File: src/rtl/core/linear_probe_hash_table_assert.svh
// ----------------------------------------------------------------------------
// Assertion macros for the linear probing hash table
// Clocked on clk and disabled while rst_n is low.
// ----------------------------------------------------------------------------
`ifndef LINEAR_PROBE_HASH_TABLE_ASSERT_SVH
`define LINEAR_PROBE_HASH_TABLE_ASSERT_SVH

// Same-cycle implication.
`define LPHT_ASSERT_IMPL(lbl, ante, cons, msg) \
    lbl: assert property (@(posedge clk) disable iff (!rst_n) (ante) |-> (cons)) \
        else $error(msg);

// Next-cycle implication.
`define LPHT_ASSERT_NEXT(lbl, ante, cons, msg) \
    lbl: assert property (@(posedge clk) disable iff (!rst_n) (ante) |=> (cons)) \
        else $error(msg);

`endif

File: src/rtl/core/lpht_pkg.sv
// ----------------------------------------------------------------------------
// lpht_pkg
// Shared widths, operation and status codes, and the slot entry type.
// ----------------------------------------------------------------------------
package lpht_pkg;

    localparam int KEY_W    = 17;
    localparam int POP_W    = 24;
    localparam int CFG_W    = 15;
    localparam int STATUS_W = 2;
    localparam int PROBE_W  = 15;
    localparam int SLOT_W   = 14;

    localparam logic [CFG_W-1:0] CFG_RESET = 15'd16384;

    localparam logic FUNC_LOOKUP = 1'b0;
    localparam logic FUNC_INSERT = 1'b1;

    localparam logic [STATUS_W-1:0] ST_HIT  = 2'd0;
    localparam logic [STATUS_W-1:0] ST_MISS = 2'd1;
    localparam logic [STATUS_W-1:0] ST_FULL = 2'd2;

    typedef struct packed {
        logic             valid;
        logic [KEY_W-1:0] key;
    } slot_entry_t;

endpackage

File: src/rtl/core/lpht_mod_unit.sv
// ----------------------------------------------------------------------------
// lpht_mod_unit
// Restoring remainder unit: one key bit per cycle, one subtract and compare.
// ----------------------------------------------------------------------------
module lpht_mod_unit import lpht_pkg::*; #(
    parameter int DIV_W = 15
) (
    input  logic             clk,
    input  logic             rst_n,
    input  logic             start,
    input  logic [KEY_W-1:0] dividend,
    input  logic [DIV_W-1:0] divisor,
    output logic             done,
    output logic [DIV_W-1:0] remainder
);

    localparam int CNT_W = $clog2(KEY_W);
    localparam logic [CNT_W-1:0] CNT_LAST = CNT_W'(KEY_W - 1);

    typedef enum logic {M_IDLE, M_RUN} mstate_t;

    mstate_t          state_reg, state_next;
    logic [CNT_W-1:0] cnt_reg, cnt_next;
    logic [KEY_W-1:0] dvd_reg, dvd_next;
    logic [DIV_W-1:0] div_reg, div_next;
    logic [DIV_W-1:0] rem_reg, rem_next;

    logic [DIV_W:0]   trial;
    logic [DIV_W:0]   diff;
    logic [DIV_W-1:0] step;

    // The partial remainder stays below the divisor, so the trial value
    // fits one extra bit and one subtraction restores it.
    always_comb
    begin
        trial = {rem_reg, dvd_reg[KEY_W-1]};
        diff  = trial - {1'b0, div_reg};
        if (trial >= {1'b0, div_reg})
        begin
            step = diff[DIV_W-1:0];
        end
        else
        begin
            step = trial[DIV_W-1:0];
        end
    end

    assign done      = (state_reg == M_RUN) && (cnt_reg == CNT_LAST);
    assign remainder = step;

    always_comb
    begin
        state_next = state_reg;
        cnt_next   = cnt_reg;
        dvd_next   = dvd_reg;
        div_next   = div_reg;
        rem_next   = rem_reg;
        case (state_reg)
            M_IDLE:
            begin
                if (start)
                begin
                    dvd_next   = dividend;
                    div_next   = divisor;
                    rem_next   = '0;
                    cnt_next   = '0;
                    state_next = M_RUN;
                end
            end
            M_RUN:
            begin
                rem_next = step;
                dvd_next = {dvd_reg[KEY_W-2:0], 1'b0};
                cnt_next = cnt_reg + 1'b1;
                if (cnt_reg == CNT_LAST)
                begin
                    state_next = M_IDLE;
                end
            end
            default:
            begin
                state_next = M_IDLE;
            end
        endcase
    end

    always_ff @(posedge clk or negedge rst_n)
    begin
        if (!rst_n)
        begin
            state_reg <= M_IDLE;
            cnt_reg   <= '0;
        end
        else
        begin
            state_reg <= state_next;
            cnt_reg   <= cnt_next;
        end
    end

    always_ff @(posedge clk)
    begin
        dvd_reg <= dvd_next;
        div_reg <= div_next;
        rem_reg <= rem_next;
    end

endmodule

File: config.mk
export PLATFORM = sky130hd
export DESIGN_NAME = lpht_mod_unit
export DESIGN_NICKNAME = d
export VERILOG_FILES = /design/src/rtl/core/linear_probe_hash_table_assert.svh /design/src/rtl/core/lpht_pkg.sv /design/src/rtl/core/lpht_mod_unit.sv
export SDC_FILE = /design/constraint.sdc
export NUM_CORES = 1
export LEC_CHECK = 0
export BUFFER_PORTS_ARGS = -buffer_cell sky130_fd_sc_hd__buf_2
export CAP_MARGIN = 15
export CORE_ASPECT_RATIO = 0.9
export CORE_MARGIN = 4
export CORE_UTILIZATION = 52
export DETAILED_ROUTE_END_ITERATION = 7
export PLACE_DENSITY = 0.8
export SLEW_MARGIN = 5
export SYNTH_ARGS = -nofsm -noshare
export SYNTH_HDL_FRONTEND = slang
export SYNTH_SLANG_ARGS = --single-unit
File: constraint.sdc
create_clock -name clk -period 4.3 [get_ports clk]
set_input_delay 0.215 -clock clk [delete_from_list [all_inputs] [get_ports clk]]
set_output_delay 0.215 -clock clk [all_outputs]
set_load 0.02 [all_outputs]
Word level (Yosys, flattened, before mapping)
Index checks and enable logic that the tools add are counted.
{"block": "word_totals", "romBits": 0, "latchBits": 0, "out_inout_bits": 16, "mem_bits_rw": 0, "n_memories": 0, "inputBits": 35, "reg_bits": 53}
{"block": "classes", "multipliers": 0, "addsub": 2, "n_shift": 0, "n_bitwise": 1, "div_mod_pow": 0, "n_eq_ne": 2, "order_cmp": 1, "n_reduce_logical": 2, "mux": 10}
{"op": "17-bit one-hot mux with 2 select lines", "n": 1}
{"op": "15-bit two-way mux", "n": 2}
{"op": "15-bit one-hot mux with 2 select lines", "n": 1}
{"op": "17-bit two-way mux", "n": 1}
{"op": "16-bit by 15-bit greater-or-equal comparator with 1-bit output", "n": 1}
{"op": "15-bit subtractor", "n": 1}
{"op": "5-bit one-hot mux with 2 select lines", "n": 1}
{"op": "5-bit by 1-bit adder with 5-bit output, second input constant", "n": 1}
{"op": "5-bit == test, second input constant", "n": 1}
{"op": "5-bit two-way mux", "n": 1}
{"op": "1-bit two-way mux", "n": 2}
{"op": "2-bit inequality test, second input constant", "n": 1}
{"op": "1-bit one-hot mux with 2 select lines", "n": 1}
{"op": "2-bit AND reduction", "n": 1}
{"op": "1-bit logical AND", "n": 1}
{"op": "1-bit inverter", "n": 1}

Depth between registers and ports, before layout
Gate-level depths: netlist of the first run.
{"block": "depth", "word_depth": 3, "mapped_depth": 10}

Worst setup path before layout of the first run
OpenSTA, ideal clock, no wires.
{"block": "synth_path", "kind": "reg-to-output", "start": "register dvd_reg[16]", "end": "output remainder[13]", "arrival_ns": 2.429, "path_slack_ns": 1.656, "t_required_ns": 4.085, "path_buffers": 1, "stages_incl_launch_ff": 11, "cell_sequence": "edfxtp_1 inv_1 ha_1 fa_1 nand2b_1 a211oi_2 nor2_2 a211o_1 nand2_1 buf_4 mux2_2"}
{"block": "synth_via", "elab_chain_len": 2}
{"element": "from (decl)", "line_no": "lpht_mod_unit.sv:24", "rtl": "logic [KEY_W-1:0] dvd_reg, dvd_next;"}
{"element": "from (signal assigned)", "line_no": "lpht_mod_unit.sv:103", "rtl": "dvd_reg <= dvd_next;"}
{"element": "15-bit subtractor / 16-bit by 15-bit greater-or-equal comparator with 1-bit output (equally long branches)", "line_no": "lpht_mod_unit.sv:37, lpht_mod_unit.sv:38"}
{"element": "15-bit two-way mux (*)", "line_no": "lpht_mod_unit.sv:38", "rtl": "if (trial >= {1'b0, div_reg})"}
{"element": "to (decl)", "line_no": "lpht_mod_unit.sv:14", "rtl": "output logic [DIV_W-1:0] remainder"}
Every way passes the cells marked *; elsewhere a longest branch is shown, timed or not.

Final worst setup path of the first run
Same ends and word-level chain as after synthesis.

==> results.tsv, run 1 <==
stage	metric	value	unit
run_status	outcome	complete, no violations	
placement	gp_congestion	0.843	
pwr	ir_worst_vdd	0.000564	V
detailed_routing	firstDrtPassIters	4	
timing	tightestPinTransition	0.822	ns
die	coreArea	0.00576	mm2
timing	max_freq	280	MHz
die	die_w	90.0	um
finish	largest_reg_flops	17	
timing	slew_violations	0	
die	die_h	81.8	um
global_routing	grt_pass1_vias	2288	
detailed_routing	drc_errors	0	
timing	grt_setup_unrepaired	no	
global_routing	grt_antenna_before_repair	0	
die	top_level_ports	51	
worst_setup_path	crit_arrival	3.36	ns
die	start_util	54.6	%
pwr	internal_power	1.72	mW
timing	hold_violations	0	
worst_setup_path	crit_slowest_cell	a211o_1	
clock_tree	ctsLongestPathBuffers	2	
worst_setup_path	critPathLaunchType	flip-flop	
yosys	synth_edf_count	47	
finish	area_growth	13.6	%
timing	timing.final.crit_period	3.57	ns
yosys	synth.avg_cell_area	10.8	um2
global_routing	grt_overflow	0	
detailed_routing	vias_per_cell	5.68	
detailed_routing	wl_per_cell	15.8	um
yosys	synth_warnings	0	
yosys	async_flop_share	11.3	%
placement	dp_hpwl	4.83	mm
die	die_area	0.00736	mm2
pwr	combPwrFrac	60.1	%
yosys	ys_types	54	
yosys	synth_area	0.00314	mm2
clock_tree	cts_setup_buffers	0	
clock_tree	cts_sinks	53	
timing	setup_viol_count_final	0	
pwr	p_leak	1.56	nW
min_path	min_path_type	in -> reg	
yosys	ys.flop_type	edfxtp_1	
yosys	syn_nets	345	
pwr	p_sw_share	44.2	%
yosys	seq_area_frac_synth	49.7	%
global_routing	grt_pass1_wl	10.8	mm
clock_tree	clk_latency	0.31	ns
placement	portBuffers	50	
detailed_routing	drt_iter0_markers	138	
timing	fin_tns_setup	0	ns
worst_setup_path	critPathKind	reg -> out	
clock_tree	path_clk_slew	0.11	ns
yosys	ys_ff_latch	53	
timing	post-route-period-util	83.1	%
timing	fin_skew	0.0151	ns
timing	relSlewSlack	45.2	%
finish	layout-drive-gt1-share	26.6	%
pwr	powerDensity	864	mW/mm2
pwr	power.share.clock	9.5	%
pwr	seq_power_share	30.4	%
worst_setup_path	crit_chain	inv_1 -> ha_1 -> fa_1 -> nand2b_1 -> a211oi_2 -> nor2_2 -> a211o_1 -> nand2_1 -> mux2_2 -> buf_2	
finish	final_net_count	398	
clock_tree	numCtsBuffers	5	
clock_tree	h-tree-depth	2	
detailed_routing	via_count	2364	
finish	fin_cells	416	
worst_setup_path	endpoint_kind	primary output	
clock_tree	cts_tree	yes	
global_routing	grt_usage	18.1	%
pwr	p_sw	1.36	mW
clock_tree	root_buffer	clkbuf_8	
worst_setup_path	path_buf_inv	2	
finish	n_antenna_cell	0	
global_routing	grt_max_degree	29	
worst_setup_path	critical-path-max-stage-delay	0.42	ns
detailed_routing	finalWirelength	6.56	mm
detailed_routing	ant_nets	0	
worst_setup_path	worstPathRequired	4.09	ns
worst_setup_path	crit_family	simple AND/OR/NAND/NOR gates	
job	cap_viol_max_count	0	
placement	placement.cell_area	0.00347	mm2
yosys	synth_cells	292	
die	rows	26	
placement	placed_cells_incl_taps	407	
worst_setup_path	path_max_fanout	12	
finish	final_area	0.00357	mm2
[final timing paths]
path / startpoint / to / slack (ns) / depth (start not counted)
max: dvd_reg[16] / remainder[13] / 0.73 / 10
min: divisor[5] / div_reg[5] / 0.07 / 1
max reg2reg: dvd_reg[16] / rem_reg[1] / 1.37 / 9
min reg2reg: dvd_reg[4] / dvd_reg[5] / 0.55 / 1
max in group asynchronous: rst_n / cnt_reg[3] / 3.89 / 2
min in group asynchronous: rst_n / state_reg / 0.25 / 2
[power groups by stage]
stage | sequential [mW] | clock [mW] | combinational [mW]
2_1_floorplan | 0.914 | 0 | 1.42
3_3_place_gp | 0.939 | 0 | 1.80
3_5_place_dp | 0.950 | 0 | 1.85
4_1_cts | 0.939 | 0.301 | 1.86
5_1_grt | 0.959 | 0.324 | 2.05
6_report | 0.939 | 0.292 | 1.86
[cell usage after synthesis (all sizes together) (8+ instances only)]
master,number,area [um2]
mux2,20,225
a21oi,24,124
nor2,18,70.1
inv,23,86.3
nand3,12,60.1
xnor2,8,70.1
nand2,27,104
o21ai,14,73.8
edfxtp,47,1410
ha,17,213
[layout make-up]
class,instances,area (um2)
Clock buffer,5,68.8
Clock inverter,3,26.3
Multi-Input combinational cell,205,1440
Inverter,23,86.3
Tap cell,70,87.6
Fill cell,481,2180
Sequential cell,53,1560
Timing Repair Buffer,57,305
[logic make-up (layout without fill, tap and decap cells)]
family                   count (synthesis)  in the layout  share of synthesized area [%]
XOR/XNOR                                10             10                           2.79
adder cells (fa/ha/maj)                 18             18                           7.40
multiplexers                            21             21                           7.48
buffers and inverters                   34             88                           4.62
flip-flops                              53             53                           49.7
AO/OA/AOI/OAI                           74             74                           15.6
AND/OR/NAND/NOR                         82             82                           12.5
[layout by cell type (no fill, tap or decap), types with 2 or more instances in the layout]
cell        n
nor2b_1     6
inv_1      23
clkbuf_8    5
ha_1       17
o2bb2ai_1   3
buf_2      50
xnor2_1     8
dfrtp_1     6
o22ai_1     4
a211o_1     2
a21o_1      3
mux2_2     20
nor2_1     17
o41ai_1     2
clkinv_4    2
or3_1       3
a211oi_1    4
nand3_1    12
a21oi_1    23
nand2b_1    3
o211ai_1    2
nand2_1    26
nor3_1      4
or4_1       2
edfxtp_1   47
o211a_1     2
o21a_1      3
buf_4       6
o21ai_0    12
and3_1      2
xor2_1      2
o311ai_0    2
[per-layer routing]
layer | part of all wire [%] | routed length, um | global-route usage [%] | vias up
met2 | 49 | 3230 | 31.7 | 62
met1 | 45 | 2930 | 24.2 | 1122
li1 | - | - | - | 1178
met4 | 0.38 | 25 | 3.52 | 0
met3 | 5.8 | 383 | 3.39 | 2
met5 | 0 | 0 | 0 | -
[stage by stage]
step                power (mW)  setup slack, ns  hold WS (ns)  utilization, %
detailed placement        2.80             1.09        0.0490            60.2
global route              3.33            0.518        0.0636            62.1
finish                    3.09            0.727        0.0711            62.1
CTS                       3.10            0.732        0.0663            62.1
global placement          2.74             1.21        0.0458            60.2
floorplan                 2.33             1.66       -0.0806               -
[what timing repair did]
action	4_1_cts	5_1_grt
hold endpoints to repair	6	0
resized for setup	0	0
hold buffers	1	0
Note: power is estimated with default switching activity, not from simulation.
==> run 2: changes to the inputs <==
clock period = 3.4 ns   (was 4.3 ns; I/O delays follow)
==> run 2 against run 1 <==
Clock power up 27%. Non-clock buffer count up 2. Cell count up 0.48%. Design area up 0.28%. Routed wire length up 1.5%. Via count up 0.80%. Global-route usage up 0.63 points. Power up 27%. Core utilization up 0.17 points. Highest routed layer unchanged.
==> results.tsv, run 2 (synthesis results as in run 1) <==
stage	metric	value	unit
run_status	outcome	complete, no violations	
detailed_routing	routed.top_layer	met4	
die	top_level_ports	51	
detailed_routing	vias_per_cell	5.70	
global_routing	grt_max_degree	18	
detailed_routing	wl_met1	3.01	mm
worst_setup_path	critPathLaunchType	flip-flop	
timing	post-route-period-util	93.7	%
die	start_util	54.6	%
detailed_routing	via_count	2383	
worst_setup_path	critPathKind	reg -> out	
die	coreArea	0.00576	mm2
worst_setup_path	startpoint	dvd_reg[16]	
finish	fin_util	62.2	%
finish	filler_cell_count	469	
worst_setup_path	path_max_fanout	7	
finish	final_cell_mix	50 x buf_2, 47 x edfxtp_1, 26 x nand2_1	
min_path	min_path_type	in -> reg	
finish	area_growth	14.0	%
detailed_routing	wl_per_cell	15.9	um
timing	timing.final.crit_period	3.19	ns
placement	portBuffers	50	
clock_tree	ctsLongestPathBuffers	2	
placement	placement.cell_area	0.00348	mm2
global_routing	grt_overflow	0	
pwr	powerDensity	1090	mW/mm2
timing	setup_ws	0.214	ns
detailed_routing	wl_met3	304	um
timing	relSlewSlack	55.5	%
clock_tree	root_buffer	clkbuf_8	
timing	fin_skew	0.00972	ns
die	die_w	90.0	um
placement	gp_congestion	0.871	
worst_setup_path	endpoint_kind	primary output	
clock_tree	cts_tree	yes	
global_routing	grt_pass1_wl	10.9	mm
timing	fin_tns_setup	0	ns
detailed_routing	ant_nets	0	
timing	slew_violations	0	
finish	fin_cells	418	
timing	grt_setup_unrepaired	no	
clock_tree	clk_latency	0.31	ns
finish	largest_reg_flops	17	
detailed_routing	firstDrtPassIters	4	
min_path	holdCritStartpoint	divisor[6]	
detailed_routing	drc_errors	0	
worst_setup_path	crit_arrival	3.02	ns
worst_setup_path	crit_chain	inv_1 -> ha_1 -> fa_1 -> nand2b_1 -> a211oi_2 -> nor2_2 -> a211o_1 -> nand2_1 -> mux2_2 -> buf_2	
finish	multi_input_area	0.00144	mm2
clock_tree	cts_sinks	53	
clock_tree	h-tree-depth	2	
placement	dp_hpwl	4.93	mm
finish	final_area	0.00358	mm2
global_routing	grt_antenna_before_repair	0	
placement	placed_cells_incl_taps	409	
clock_tree	cts_resized	0	
timing	hold_violations	0	
detailed_routing	met2_length	3.28	mm
timing	max_freq	314	MHz
finish	layout-drive-gt1-share	27.0	%
job	cap_viol_max_count	0	
global_routing	grt_usage	18.8	%
finish	final_net_count	400	
detailed_routing	finalWirelength	6.66	mm
pwr	ir_worst_vdd	0.000615	V
timing	setup_viol_count_final	0	
pwr	p_leak	1.57	nW
pwr	total_power	3.92	mW
die	die_h	81.8	um
clock_tree	path_clk_slew	0.10	ns
worst_setup_path	r2r_start	dvd_reg[16]	
die	die_area	0.00736	mm2
global_routing	grt_pass1_vias	2264	
worst_setup_path	crit_slowest_cell	fa_1	
timing	whs	0.0235	ns
clock_tree	numCtsBuffers	5	
finish	n_antenna_cell	0	
worst_setup_path	critical-path-max-stage-delay	0.40	ns
finish	seq_area	0.00156	mm2
timing	tightestPinTransition	0.666	ns
die	rows	26	
clock_tree	cts_setup_buffers	0	
detailed_routing	drt_iter0_markers	177	
worst_setup_path	worstPathRequired	3.23	ns
finish	layout_commonest_cell	buf_2	
placement	dp_slack	0.547	ns
run 2: cell types whose count changed in the layout (fill, tap and decap cells not counted):
| cell | change |
|---|---|
| clkinv_4 | -2 |
| clkinvlp_4 | +1 |
| clkinv_2 | +1 |
| buf_4 | +2 |
run 2: worst max-delay path: cells and delay by family (launching register included):
kind	cells	cell delay, ns
DFF	1	0.38
muxes	1	0.38
and+or+nand+nor	3	0.56
buffers and inverters	2	0.21
adders and majority gates	2	0.62
AOI/OAI and AO/OA	2	0.56
run 2: path summary, 6_finish.rpt:
path                       cells after the start            end  slack [ns]
min in group asynchronous                      2     cnt_reg[2]        0.23
setup / recovery                              10  remainder[13]        0.21
setup reg to reg                              10    rem_reg[12]        0.64
hold reg to reg                                1     cnt_reg[2]        0.55
hold / removal                                 1     div_reg[6]        0.02
max in group asynchronous                      2     cnt_reg[3]        3.03
run 2: per-layer routing:
layer / vias up / track usage (%)
met5: - / 0
met4: 0 / 5.96
met3: 5 / 3.02
met2: 64 / 31.7
met1: 1125 / 25.3
li1: 1189 / -
run 2: report_power, final:
group	internal [mW]	switching (mW)
clock	0.147	0.225
combinational	0.981	1.37
sequential	1.06	0.139
total	2.19	1.73
run 2: layout make-up:
cell class	instances	area share [%]
Timing Repair Buffer	59	8.94
Clock inverter	3	0.594
Tap cell	70	2.44
Sequential cell	53	43.6
Clock buffer	5	1.92
Inverter	23	2.41
Multi-Input combinational cell	205	40.1
run 2: repair_timing:
item / CTS / global route
endpoints found under the setup margin: 0 / 0
hold endpoints to repair: 6 / 0
hold buffers: 1 / 0
